[src/rtl/lpbm_pkg.sv]
// lpbm_pkg: shared widths and constants for the lru page buffer manager
// no dependencies; used by lru_page_buffer_manager_top

package lpbm_pkg;

  // fixed widths of the word fields on the ports
  localparam int PAGE_W  = 16;
  localparam int FRAME_W = 6;
  localparam int HIT_W   = 32;

  // saturation value of the hit counter
  localparam logic [HIT_W-1:0] HIT_MAX = '1;

endpackage

[src/rtl/lpbm_scan.sv]
// lpbm_scan: tag match and lru victim tracker over a stream of frame table reads
// depends on nothing but its parameters; instantiated by lru_page_buffer_manager_top

module lpbm_scan #(
  parameter int IDX_W = 6,
  parameter int TAG_W = 16
) (
  input  logic             clk,
  input  logic             rst_n,
  input  logic             start,
  input  logic             dv,
  input  logic [IDX_W-1:0] d_idx,
  input  logic [TAG_W-1:0] d_tag,
  input  logic [IDX_W-1:0] d_rank,
  input  logic             d_dirty,
  input  logic [TAG_W-1:0] key,
  output logic             res_hit,
  output logic [IDX_W-1:0] res_hit_idx,
  output logic [IDX_W-1:0] res_hit_rank,
  output logic [IDX_W-1:0] res_vic_idx,
  output logic [IDX_W-1:0] res_vic_rank,
  output logic             res_vic_dirty,
  output logic [TAG_W-1:0] res_vic_tag
);

  logic             hit_r, hit_nxt;
  logic             any_r, any_nxt;
  logic [IDX_W-1:0] hit_idx_r, hit_idx_nxt;
  logic [IDX_W-1:0] hit_rank_r, hit_rank_nxt;
  logic [IDX_W-1:0] vic_idx_r, vic_idx_nxt;
  logic [IDX_W-1:0] vic_rank_r, vic_rank_nxt;
  logic             vic_dirty_r, vic_dirty_nxt;
  logic [TAG_W-1:0] vic_tag_r, vic_tag_nxt;

  always_comb begin
    hit_nxt       = hit_r;
    any_nxt       = any_r;
    hit_idx_nxt   = hit_idx_r;
    hit_rank_nxt  = hit_rank_r;
    vic_idx_nxt   = vic_idx_r;
    vic_rank_nxt  = vic_rank_r;
    vic_dirty_nxt = vic_dirty_r;
    vic_tag_nxt   = vic_tag_r;
    if (start) begin
      hit_nxt = 1'b0;
      any_nxt = 1'b0;
    end else if (dv) begin
      // first matching frame wins
      if (!hit_r && (d_tag == key)) begin
        hit_nxt      = 1'b1;
        hit_idx_nxt  = d_idx;
        hit_rank_nxt = d_rank;
      end
      // strictly higher rank only, so ties keep the lowest frame
      if (!any_r || (d_rank > vic_rank_r)) begin
        any_nxt       = 1'b1;
        vic_idx_nxt   = d_idx;
        vic_rank_nxt  = d_rank;
        vic_dirty_nxt = d_dirty;
        vic_tag_nxt   = d_tag;
      end
    end
  end

  always_ff @(posedge clk) begin
    if (!rst_n) begin
      hit_r <= 1'b0;
      any_r <= 1'b0;
    end else begin
      hit_r <= hit_nxt;
      any_r <= any_nxt;
    end
  end

  always_ff @(posedge clk) begin
    hit_idx_r   <= hit_idx_nxt;
    hit_rank_r  <= hit_rank_nxt;
    vic_idx_r   <= vic_idx_nxt;
    vic_rank_r  <= vic_rank_nxt;
    vic_dirty_r <= vic_dirty_nxt;
    vic_tag_r   <= vic_tag_nxt;
  end

  assign res_hit       = hit_r;
  assign res_hit_idx   = hit_idx_r;
  assign res_hit_rank  = hit_rank_r;
  assign res_vic_idx   = vic_idx_r;
  assign res_vic_rank  = vic_rank_r;
  assign res_vic_dirty = vic_dirty_r;
  assign res_vic_tag   = vic_tag_r;

endmodule

[src/rtl/lru_page_buffer_manager_top.sv]
// lru_page_buffer_manager_top: maps page requests to buffer frames with lru replacement
// depends on lpbm_pkg and lpbm_scan
//
// usage
// - input channel: in_valid / in_stall carry one request word (page number, write flag)
// - result channel: out_valid / out_stall carry one result word per request
// - frame table (tag, recency rank, dirty) sits in one synchronous ram with a registered read
// - frames fill in order from frame 0 and are never freed, so a fill count marks
//   which frames are valid; no clearing pass is needed after reset
// - each request: a scan pass reads every frame in use (tag match, lru victim),
//   a decide state, then a read-modify-write pass updates the ranks
// - the scan pass reads the N frames in use before the request, and the update pass
//   touches M frames (M = N, or N + 1 on allocation of a new frame)
// - the next request is taken in the cycle after the word is loaded; requests do not
//   overlap, as the single read port walks the table twice for each one
// - one request at a time: in_stall is low only between requests
// - a finished word waits in the output register while the next request is taken;
//   a stalled receiver holds the word steady and delays only the next result
// - reset (synchronous, rst_n low) empties the table and clears the hit counter

module lru_page_buffer_manager_top #(
  parameter int FRAMES    = 64,
  parameter int PAGE_BITS = 16
) (
  input  logic                       clk,
  input  logic                       rst_n,
  input  logic                       in_valid,
  output logic                       in_stall,
  input  logic [lpbm_pkg::PAGE_W-1:0]  in_page_number,
  input  logic                       in_is_write,
  output logic                       out_valid,
  input  logic                       out_stall,
  output logic [lpbm_pkg::FRAME_W-1:0] out_frame_index,
  output logic                       out_was_hit,
  output logic                       out_fetch_needed,
  output logic                       out_writeback_needed,
  output logic [lpbm_pkg::PAGE_W-1:0]  out_evicted_page,
  output logic [lpbm_pkg::HIT_W-1:0]   out_hit_total
);

  localparam int IDX_W  = (FRAMES > 1) ? $clog2(FRAMES) : 1;
  localparam int CNT_W  = $clog2(FRAMES + 1);
  localparam int TAG_W  = PAGE_BITS;
  localparam int WORD_W = 1 + IDX_W + TAG_W;

  // controller states
  localparam logic [2:0] ST_IDLE   = 3'd0;
  localparam logic [2:0] ST_SCAN   = 3'd1;
  localparam logic [2:0] ST_DECIDE = 3'd2;
  localparam logic [2:0] ST_UPDATE = 3'd3;
  localparam logic [2:0] ST_DONE   = 3'd4;

  localparam logic [CNT_W-1:0] FRAMES_C = CNT_W'(FRAMES);
  localparam logic [CNT_W-1:0] ONE_C    = CNT_W'(1);

  // control registers
  logic [2:0]       state_r, state_nxt;
  logic [CNT_W-1:0] idx_r, idx_nxt;
  logic [CNT_W-1:0] used_r, used_nxt;
  logic [CNT_W-1:0] n_upd_r, n_upd_nxt;
  logic             rd_vld_r, rd_vld_nxt;
  logic             out_vld_r, out_vld_nxt;
  logic [lpbm_pkg::HIT_W-1:0] hit_cnt_r, hit_cnt_nxt;

  // per request payload registers
  logic [IDX_W-1:0] rd_idx_r, rd_idx_nxt;
  logic [TAG_W-1:0] page_r, page_nxt;
  logic             wr_r, wr_nxt;
  logic [IDX_W-1:0] f_r, f_nxt;
  logic [IDX_W-1:0] lim_r, lim_nxt;
  logic             lim_inf_r, lim_inf_nxt;
  logic             hit_r, hit_nxt;
  logic             wb_r, wb_nxt;
  logic [TAG_W-1:0] evict_r, evict_nxt;

  // output word registers
  logic [lpbm_pkg::FRAME_W-1:0] o_frame_r, o_frame_nxt;
  logic                       o_hit_r, o_hit_nxt;
  logic                       o_fetch_r, o_fetch_nxt;
  logic                       o_wb_r, o_wb_nxt;
  logic [lpbm_pkg::PAGE_W-1:0]  o_evict_r, o_evict_nxt;
  logic [lpbm_pkg::HIT_W-1:0]   o_total_r, o_total_nxt;

  // frame table ram: {dirty, rank, tag}
  logic [WORD_W-1:0] mem_r [FRAMES];
  logic [WORD_W-1:0] rd_data_r;
  logic              mem_re, mem_we;
  logic [IDX_W-1:0]  mem_ra, mem_wa;
  logic [WORD_W-1:0] mem_wd;

  logic [TAG_W-1:0] rd_tag;
  logic [IDX_W-1:0] rd_rank;
  logic             rd_dirty;

  logic [TAG_W-1:0]           key_in;
  logic [lpbm_pkg::FRAME_W-1:0] f_out;
  logic [lpbm_pkg::PAGE_W-1:0]  evict_out;

  logic             scan_start, scan_dv;
  logic             sc_hit;
  logic [IDX_W-1:0] sc_hit_idx, sc_hit_rank, sc_vic_idx, sc_vic_rank;
  logic             sc_vic_dirty;
  logic [TAG_W-1:0] sc_vic_tag;

  logic in_acc;
  logic out_free;
  logic rank_inc;

  assign rd_tag   = rd_data_r[TAG_W-1:0];
  assign rd_rank  = rd_data_r[TAG_W +: IDX_W];
  assign rd_dirty = rd_data_r[WORD_W-1];

  // page number to tag width, and back out to port widths
  generate
    if (TAG_W == lpbm_pkg::PAGE_W) begin : g_key_same
      assign key_in    = in_page_number;
      assign evict_out = evict_r;
    end else if (TAG_W < lpbm_pkg::PAGE_W) begin : g_key_narrow
      assign key_in    = in_page_number[TAG_W-1:0];
      assign evict_out = {{(lpbm_pkg::PAGE_W - TAG_W){1'b0}}, evict_r};
    end else begin : g_key_wide
      assign key_in    = {{(TAG_W - lpbm_pkg::PAGE_W){1'b0}}, in_page_number};
      assign evict_out = evict_r[lpbm_pkg::PAGE_W-1:0];
    end
    if (IDX_W >= lpbm_pkg::FRAME_W) begin : g_f_wide
      assign f_out = f_r[lpbm_pkg::FRAME_W-1:0];
    end else begin : g_f_narrow
      assign f_out = {{(lpbm_pkg::FRAME_W - IDX_W){1'b0}}, f_r};
    end
  endgenerate

  assign in_stall = (state_r != ST_IDLE);
  assign in_acc   = in_valid && !in_stall;
  assign out_free = !out_vld_r || !out_stall;

  assign scan_start = in_acc;
  assign scan_dv    = rd_vld_r && (state_r == ST_SCAN);

  lpbm_scan #(
    .IDX_W (IDX_W),
    .TAG_W (TAG_W)
  ) u_scan (
    .clk           (clk),
    .rst_n         (rst_n),
    .start         (scan_start),
    .dv            (scan_dv),
    .d_idx         (rd_idx_r),
    .d_tag         (rd_tag),
    .d_rank        (rd_rank),
    .d_dirty       (rd_dirty),
    .key           (page_r),
    .res_hit       (sc_hit),
    .res_hit_idx   (sc_hit_idx),
    .res_hit_rank  (sc_hit_rank),
    .res_vic_idx   (sc_vic_idx),
    .res_vic_rank  (sc_vic_rank),
    .res_vic_dirty (sc_vic_dirty),
    .res_vic_tag   (sc_vic_tag)
  );

  // rank ageing: frames more recent than the limit move back by one
  assign rank_inc = lim_inf_r || (rd_rank < lim_r);

  always_comb begin
    state_nxt   = state_r;
    idx_nxt     = idx_r;
    used_nxt    = used_r;
    n_upd_nxt   = n_upd_r;
    rd_vld_nxt  = 1'b0;
    rd_idx_nxt  = rd_idx_r;
    hit_cnt_nxt = hit_cnt_r;
    page_nxt    = page_r;
    wr_nxt      = wr_r;
    f_nxt       = f_r;
    lim_nxt     = lim_r;
    lim_inf_nxt = lim_inf_r;
    hit_nxt     = hit_r;
    wb_nxt      = wb_r;
    evict_nxt   = evict_r;
    o_frame_nxt = o_frame_r;
    o_hit_nxt   = o_hit_r;
    o_fetch_nxt = o_fetch_r;
    o_wb_nxt    = o_wb_r;
    o_evict_nxt = o_evict_r;
    o_total_nxt = o_total_r;
    out_vld_nxt = out_vld_r && out_stall;
    mem_re      = 1'b0;
    mem_ra      = idx_r[IDX_W-1:0];
    mem_we      = 1'b0;
    mem_wa      = rd_idx_r;
    mem_wd      = rd_data_r;

    case (state_r)
      ST_IDLE: begin
        if (in_acc) begin
          page_nxt  = key_in;
          wr_nxt    = in_is_write;
          idx_nxt   = '0;
          state_nxt = ST_SCAN;
        end
      end
      ST_SCAN: begin
        // walk frames in use; data lands in the cycle after its address
        if (idx_r < used_r) begin
          mem_re     = 1'b1;
          rd_vld_nxt = 1'b1;
          rd_idx_nxt = idx_r[IDX_W-1:0];
          idx_nxt    = idx_r + ONE_C;
        end else if (!rd_vld_r) begin
          state_nxt = ST_DECIDE;
        end
      end
      ST_DECIDE: begin
        idx_nxt     = '0;
        n_upd_nxt   = used_r;
        lim_inf_nxt = 1'b0;
        hit_nxt     = 1'b0;
        wb_nxt      = 1'b0;
        evict_nxt   = '0;
        if (sc_hit) begin
          hit_nxt = 1'b1;
          f_nxt   = sc_hit_idx;
          lim_nxt = sc_hit_rank;
          if (hit_cnt_r != lpbm_pkg::HIT_MAX) begin
            hit_cnt_nxt = hit_cnt_r + lpbm_pkg::HIT_W'(1);
          end
        end else if (used_r != FRAMES_C) begin
          // lowest free frame is the next one past the filled range
          f_nxt       = used_r[IDX_W-1:0];
          lim_inf_nxt = 1'b1;
          n_upd_nxt   = used_r + ONE_C;
          used_nxt    = used_r + ONE_C;
        end else begin
          // table full: evict the least recent frame
          f_nxt   = sc_vic_idx;
          lim_nxt = sc_vic_rank;
          wb_nxt  = sc_vic_dirty;
          if (sc_vic_dirty) begin
            evict_nxt = sc_vic_tag;
          end
        end
        state_nxt = ST_UPDATE;
      end
      ST_UPDATE: begin
        if (idx_r < n_upd_r) begin
          mem_re     = 1'b1;
          rd_vld_nxt = 1'b1;
          rd_idx_nxt = idx_r[IDX_W-1:0];
          idx_nxt    = idx_r + ONE_C;
        end else if (!rd_vld_r) begin
          state_nxt = ST_DONE;
        end
        // write back behind the read, never the entry being read
        if (rd_vld_r) begin
          mem_we = 1'b1;
          if (rd_idx_r == f_r) begin
            mem_wd = {wr_r | (hit_r & rd_dirty), {IDX_W{1'b0}}, page_r};
          end else if (rank_inc) begin
            mem_wd = {rd_dirty, rd_rank + IDX_W'(1), rd_tag};
          end else begin
            mem_wd = rd_data_r;
          end
        end
      end
      ST_DONE: begin
        if (out_free) begin
          o_frame_nxt = f_out;
          o_hit_nxt   = hit_r;
          o_fetch_nxt = !hit_r && !wr_r;
          o_wb_nxt    = wb_r;
          o_evict_nxt = evict_out;
          o_total_nxt = hit_cnt_r;
          out_vld_nxt = 1'b1;
          state_nxt   = ST_IDLE;
        end
      end
      default: begin
        state_nxt = ST_IDLE;
      end
    endcase
  end

  always_ff @(posedge clk) begin
    if (mem_we) begin
      mem_r[mem_wa] <= mem_wd;
    end
    if (mem_re) begin
      rd_data_r <= mem_r[mem_ra];
    end
  end

  always_ff @(posedge clk) begin
    if (!rst_n) begin
      state_r   <= ST_IDLE;
      idx_r     <= '0;
      used_r    <= '0;
      n_upd_r   <= '0;
      rd_vld_r  <= 1'b0;
      out_vld_r <= 1'b0;
      hit_cnt_r <= '0;
    end else begin
      state_r   <= state_nxt;
      idx_r     <= idx_nxt;
      used_r    <= used_nxt;
      n_upd_r   <= n_upd_nxt;
      rd_vld_r  <= rd_vld_nxt;
      out_vld_r <= out_vld_nxt;
      hit_cnt_r <= hit_cnt_nxt;
    end
  end

  always_ff @(posedge clk) begin
    rd_idx_r  <= rd_idx_nxt;
    page_r    <= page_nxt;
    wr_r      <= wr_nxt;
    f_r       <= f_nxt;
    lim_r     <= lim_nxt;
    lim_inf_r <= lim_inf_nxt;
    hit_r     <= hit_nxt;
    wb_r      <= wb_nxt;
    evict_r   <= evict_nxt;
    o_frame_r <= o_frame_nxt;
    o_hit_r   <= o_hit_nxt;
    o_fetch_r <= o_fetch_nxt;
    o_wb_r    <= o_wb_nxt;
    o_evict_r <= o_evict_nxt;
    o_total_r <= o_total_nxt;
  end

  assign out_valid            = out_vld_r;
  assign out_frame_index      = o_frame_r;
  assign out_was_hit          = o_hit_r;
  assign out_fetch_needed     = o_fetch_r;
  assign out_writeback_needed = o_wb_r;
  assign out_evicted_page     = o_evict_r;
  assign out_hit_total        = o_total_r;

  // fill count never passes the table size
  a_used_bound: assert property (@(posedge clk) disable iff (!rst_n)
    used_r <= FRAMES_C)
    else $error("fill count beyond frame count");

  // a writeback can only come from an eviction of a full table
  a_wb_full: assert property (@(posedge clk) disable iff (!rst_n)
    (state_r == ST_DONE && out_free && wb_r) |-> (used_r == FRAMES_C && !hit_r))
    else $error("writeback without a full table");

  // a hit never asks for a fetch
  a_hit_fetch: assert property (@(posedge clk) disable iff (!rst_n)
    out_vld_r |-> !(o_hit_r && o_fetch_r))
    else $error("hit with fetch");

  // ram data beats only inside the two table passes
  a_rd_phase: assert property (@(posedge clk) disable iff (!rst_n)
    rd_vld_r |-> (state_r == ST_SCAN || state_r == ST_UPDATE))
    else $error("read beat outside a pass");

  // hit counter never goes backwards
  a_hit_mono: assert property (@(posedge clk) disable iff (!rst_n)
    rst_n |=> hit_cnt_r >= $past(hit_cnt_r))
    else $error("hit counter went backwards");

endmodule
[config.mk]
export PLATFORM = sky130hd
export DESIGN_NAME = lru_page_buffer_manager_top
export DESIGN_NICKNAME = d
export VERILOG_FILES = /design/src/rtl/lpbm_pkg.sv /design/src/rtl/lpbm_scan.sv /design/src/rtl/lru_page_buffer_manager_top.sv
export SDC_FILE = /design/constraint.sdc
export NUM_CORES = 2
export LEC_CHECK = 0
export BUFFER_PORTS_ARGS = -buffer_cell sky130_fd_sc_hd__buf_2
export CAP_MARGIN = 15
export CORE_MARGIN = 10
export CORE_UTILIZATION = 50
export CTS_BUF_LIST = sky130_fd_sc_hd__clkbuf_4 sky130_fd_sc_hd__clkbuf_8
export CTS_CLUSTER_SIZE = 10
export DETAILED_ROUTE_END_ITERATION = 10
export PLACE_DENSITY = 0.64
export SLEW_MARGIN = 25
export SYNTH_ARGS = -nofsm -noshare
export SYNTH_HDL_FRONTEND = slang
export SYNTH_HIERARCHICAL = 1
export SYNTH_SLANG_ARGS = --single-unit
[constraint.sdc]
create_clock -name clk -period 11.8 [get_ports clk]
set_input_delay 2.95 -clock clk [delete_from_list [all_inputs] [get_ports clk]]
set_output_delay 2.95 -clock clk [all_outputs]
set_load 0.01 [all_outputs]
# After elaboration in Yosys (flattened, before gate mapping)
# Memories as Yosys holds them, arrays and structs flattened. A register that Yosys moved wholly into a read port is not among the register bits.
# Cells that the tools add are included.
word_totals:
  regBits: 205
  ramBits: 1472
  input_bits: 21
  output_inout_bits: 59
  word_cells: 127
  memories: 1
classes:
  n_addsub: 4
  order_cmp: 3
  n_eq_ne: 17
  mux: 32
  n_bitwise: 6
  reduce_logical: 35
mem_list:
  columns: ["memory", "words", "word_bits", "read_ports", "rd_ports_with_merged_regs", "write_ports", "line_no", "text"]
  rows:
  - ["mem_r", 64, 23, 1, 1, 1, "lru_page_buffer_manager_top.sv:85", "logic [WORD_W-1:0] mem_r [FRAMES];"]
ops:
  columns: ["cell", "count"]
  rows:
  - ["$mux W23", 3]
  - ["$mux W6", 6]
  - ["$add A32 B1 Y32 const B", 1]
  - ["$ne A32 B32 Y1 const B", 1]
  - ["$mux W7", 4]
  - ["$mux W22", 1]
  - ["$pmux W7 S3", 1]
  - ["$mux W3", 6]
  - ["$eq A16 B16 Y1", 1]
  - ["$pmux W3 S5", 1]
  - ["$reduce_and A3 Y1", 5]
  - ["$add A7 B1 Y7 const B", 2]
  - ["$ne A2 B2 Y1 const B", 7]
  - ["$mux W1", 10]
  - ["$reduce_and A2 Y1", 5]
  - ["$logic_not A1 Y1", 7]
  - ["$lt A7 B7 Y1", 1]
  - ["$ne A7 B7 Y1 const B", 1]
  - ["$add A6 B1 Y6 const B", 1]
  - ["$eq A3 B2 Y1 const B", 2]
  - ["$eq A6 B6 Y1", 1]
  - ["$gt A6 B6 Y1", 1]
  - ["$lt A6 B6 Y1", 1]
  - ["$reduce_and A6 Y1", 1]
  - ["15 further kinds", 27]

# Logic depth before layout (Yosys ltp)
logic_depth:
  depth_word: 6
  mapped_depth: 10
  mapped_depth_nobuf: 8

# By module
# The synthesis kept the hierarchy.
modules_own_cells:
  columns: ["module", "instances", "cells_per_inst", "area_each_um2"]
  rows:
  - ["lru_page_buffer_manager_top", 1, 2995, 63454.6]
  - ["lpbm_scan", 1, 92, 1646.6]

# Least setup slack after synthesis
# OpenSTA, ideal clock, no wires.
synth_timing:
  path_type: "input port to flip-flop"
  from: "in out_stall"
  to: "reg o_evict_r, in the netlist out_evicted_page[0], enable pin"
  setup_ns: 0.490
  t_arrival_ns: 5.670
  required_ns: 11.310
  slack_ns: 5.639
  path_stages: 1
  path_cell_list: "a21oi_1"
synth_between:
  elab_chain_len: 3
synth_rtl:
  columns: ["element", "line_no", "text"]
  rows:
  - ["from (decl)", "lru_page_buffer_manager_top.sv:32", "input logic out_stall,"]
  - ["$logic_not A1 Y1", "lru_page_buffer_manager_top.sv:134", "assign out_free = !out_vld_r || !out_stall;"]
  - ["$logic_or A1 B1 Y1", "lru_page_buffer_manager_top.sv:134", null]
  - ["$reduce_and A2 Y1 (no line)", null, null]
  - ["to (signal assigned)", "lru_page_buffer_manager_top.sv:326", "o_evict_r <= o_evict_nxt;"]
  - ["to (decl)", "lru_page_buffer_manager_top.sv:81", "logic [lpbm_pkg::PAGE_W-1:0] o_evict_r, o_evict_nxt;"]
# No other way between the ends.
# A chain may end at the register's enable or synchronous reset.

# Worst setup path in the final report
layout_timing:
  from: "reg state_r[0]"
  to: "out in_stall"
layout_between:
  elab_chain_len: 1
layout_rtl:
  columns: ["element", "line_no", "text"]
  rows:
  - ["from (decl)", "lru_page_buffer_manager_top.sv:57", "logic [2:0] state_r, state_nxt;"]
  - ["from (signal assigned)", "lru_page_buffer_manager_top.sv:302", "state_r <= state_nxt;"]
  - ["$reduce_bool A3 Y1", "lru_page_buffer_manager_top.sv:132", "assign in_stall = (state_r != ST_IDLE);"]
  - ["to (decl)", "lru_page_buffer_manager_top.sv:28", "output logic in_stall,"]
# No other way between the ends.

==> impl_metrics.env <==
export IMPL_postRouteAntennaNets=0
export IMPL_grt_antenna_before_repair=8
export IMPL_cp_arrival_ns=2.10
export IMPL_tightest_slew_ns=1.134
export IMPL_seq_area_frac_synth=0.7760
export IMPL_routed_wl_microns=156200
export IMPL_place_ws_ns=7.192
export IMPL_synth_top_flop_cell="edfxtp_1"
export IMPL_ys_seq_elements=1700
export IMPL_area_delta_synth_final_pct=12.65
export IMPL_die_area_sq_um=145000
export IMPL_synthesis_nets=3130
export IMPL_ir_worst_vdd_v=0.0001160
export IMPL_finClkSkew_ns=0.07177
export IMPL_period_share=0.4283
export IMPL_track_usage=0.2141
export IMPL_drv_cap=0
export IMPL_period_minus_slack_ns=5.054
export IMPL_grt_pass1_vias=32870
export IMPL_final_hold_viol_count=0
export IMPL_final_cell_mix="edfxtp_1 (1647), mux4_2 (336), clkbuf_8 (299), mux2i_1 (104), buf_4 (94)"
export IMPL_critPathKind="register to primary output"
export IMPL_viasPerCell=6.062
export IMPL_io_pins=80
export IMPL_multi_input_area_sq_um=14100
export IMPL_root_buffer="clkbuf_8"
export IMPL_numPortBuffers=79
export IMPL_drv_slew=0
export IMPL_cts_hold_buf=0
export IMPL_numCtsBuffers=290
export IMPL_synth_edff_count=1647
export IMPL_rsz0062_at_grt="no"
export IMPL_grt_ovfl_total=0
export IMPL_crit_path_end_kind="primary output"
export IMPL_setup_viol=0
export IMPL_hold_path_class="register to register"
export IMPL_final_common_cell="edfxtp_1"
export IMPL_cts_resized=0
export IMPL_first_iter_violations=3636
export IMPL_status="finished clean"
export IMPL_cp_required_ns=8.85
export IMPL_core_rowCount=132
export IMPL_synth_warnings=6
export IMPL_wl_per_cell_microns=29.35
export IMPL_fin_nets=3440
export IMPL_drt_first_pass_iters=5
export IMPL_layout_setup_ws_ns=6.746
export IMPL_synthCells=3087
export IMPL_fillCellCount=9551
export IMPL_async_reset_ff_frac=0
export IMPL_core_area_sq_um=129500
export IMPL_clk_pin_slew_ns=0.06
export IMPL_setup_tns_ns=0
export IMPL_grt_pass1_wl_microns=228100
export IMPL_powerDensity_nw_per_um2=167.9
export IMPL_netlist_top_cells_area="edfxtp_1 (76%), mux4_2 (12%), dfxtp_1 (1.6%)"
export IMPL_htree_num_levels=5
export IMPL_die_w_microns=380.8
export IMPL_synth_avg_cell_area_sq_um=21.09
export IMPL_vias=32260
export IMPL_cts_setup_buffers=0
export IMPL_place_hpwl_microns=90090
export IMPL_total_power_uw=12310
export IMPL_cts_tree="done"
export IMPL_grt_max_degree=103
export IMPL_drive_above_1_share=0.2978
export IMPL_worstSkewPairLatency_ns=0.98
export IMPL_fmax_ghz=0.1978
export IMPL_slew_limit_headroom=0.2440
export IMPL_yosys_area_top_type_share=0.7597
export IMPL_gp_congestion=0.8103
export IMPL_start_util=0.5028
export IMPL_clock_sinks=1700
export IMPL_syn_cell_area_sq_um=65100
export IMPL_ff_latch_area_sq_um=50530
export IMPL_yosysTopAreaCell="edfxtp_1"
export IMPL_clockBufferDepth=4
export IMPL_synth_distinct_cells=62
export IMPL_drc=0
export IMPL_critPathMaxFanout=12
export IMPL_die_y_microns=380.8
export IMPL_p_leak_uw=0.02251
export IMPL_startpoint_type="register"
==> cell usage after synthesis, types with 9 or more instances <==
cell type,n
mux4_2,336
clkbuf_1,75
inv_1,27
a21oi_1,36
nand4_1,17
mux2i_1,106
o221ai_1,24
o21ai_0,60
dfxtp_1,53
nand2b_1,10
and4_1,20
buf_2,49
mux2_1,16
nor2b_1,11
and2_1,29
a221oi_1,61
xnor2_1,21
nand2_1,57
o21ai_1,18
buf_4,19
mux2_2,25
ha_1,22
and3_1,9
xor2_1,40
buf_1,14
a211oi_1,19
nand3_1,15
a22oi_1,17
a22o_1,27
nor2_1,130
edfxtp_1,1647
==> state kept, by name, summed over array words and instances, names as in the netlist, 7 cells and up <==
name / flops
page_r: 16
u_scan/res_vic_tag: 16
hit_cnt_r: 32
idx_r: 7
out_evicted_page: 16
out_hit_total: 32
n_upd_r: 7
mem_r: 1472
evict_out: 16
rd_data_r: 23
==> layer usage <==
| layer | global-route usage | share of wire | vias up |
|---|---|---|---|
| met4 | 0.08649 | 0.037 | 0 |
| met1 | 0.2889 | 0.39 | 16910 |
| li1 | - | - | 13490 |
| met5 | 0 | 0 | - |
| met2 | 0.3378 | 0.48 | 1553 |
| met3 | 0.04937 | 0.089 | 300 |
==> kinds of logic (layout without fill, tap and decap cells) <==
| kind of cell | Yosys count | count (layout) | share of synthesized area |
|---|---|---|---|
| buffers and inverters | 186 | 675 | 0.01288 |
| adders and majority gates | 22 | 22 | 0.004228 |
| muxes | 483 | 483 | 0.1396 |
| other | 0 | 4 | 0 |
| AOI/OAI and AO/OA | 297 | 297 | 0.03252 |
| xor gates and xnor gates | 61 | 61 | 0.008207 |
| DFF | 1700 | 1700 | 0.7760 |
| and+or+nand+nor | 338 | 338 | 0.02654 |
==> critical path, stage by stage, from the launching register on <==
cell     delay, ns
dfxtp_1       0.43
or3_1         0.51
buf_2         0.18
==> cell type report <==
cell class              instances  share of cell area
flip-flops and latches       1700              0.6891
multi-input cells            1201              0.1922
clock buffers                 391             0.06553
well taps                    1742             0.02972
repair buffers                176             0.01583
clock inverters                80            0.006056
inverters                      28            0.001450
diodes                          4           0.0001365
==> worst paths after layout <==
check / depth (start not counted) / slack (ns) / to / from
worst max-delay path: 2 / 6.75 / in_stall / state_r[0]
worst min-delay path: 0 / 0.42 / out_evicted_page[15] / evict_out[15]
worst max register to register: 7 / 7.09 / rd_data_r[16] / idx_r[2]
worst min register to register: 0 / 0.42 / out_evicted_page[15] / evict_out[15]
==> per-stage QoR <==
stage,instance area [sq um],hold WS (ns),std cells,utilization
floorplan,65100,0.4003,3087,-
global placement,68050,0.4107,4847,0.5256
detailed placement,68070,0.4045,4847,0.5257
CTS,73320,0.4179,5318,0.5662
global route,73330,0.4230,5319,0.5663
finish,73340,0.4158,5322,0.5664
==> power by group <==
| part | switching [uW] | internal (uW) | total, uW |
|---|---|---|---|
| registers | 70.9 | 6740 | 6810 |
| clock network | 2210 | 2700 | 4910 |
| logic | 374 | 217 | 591 |
| total | 2660 | 9650 | 12300 |
Note: power is estimated with default switching activity, not from simulation.
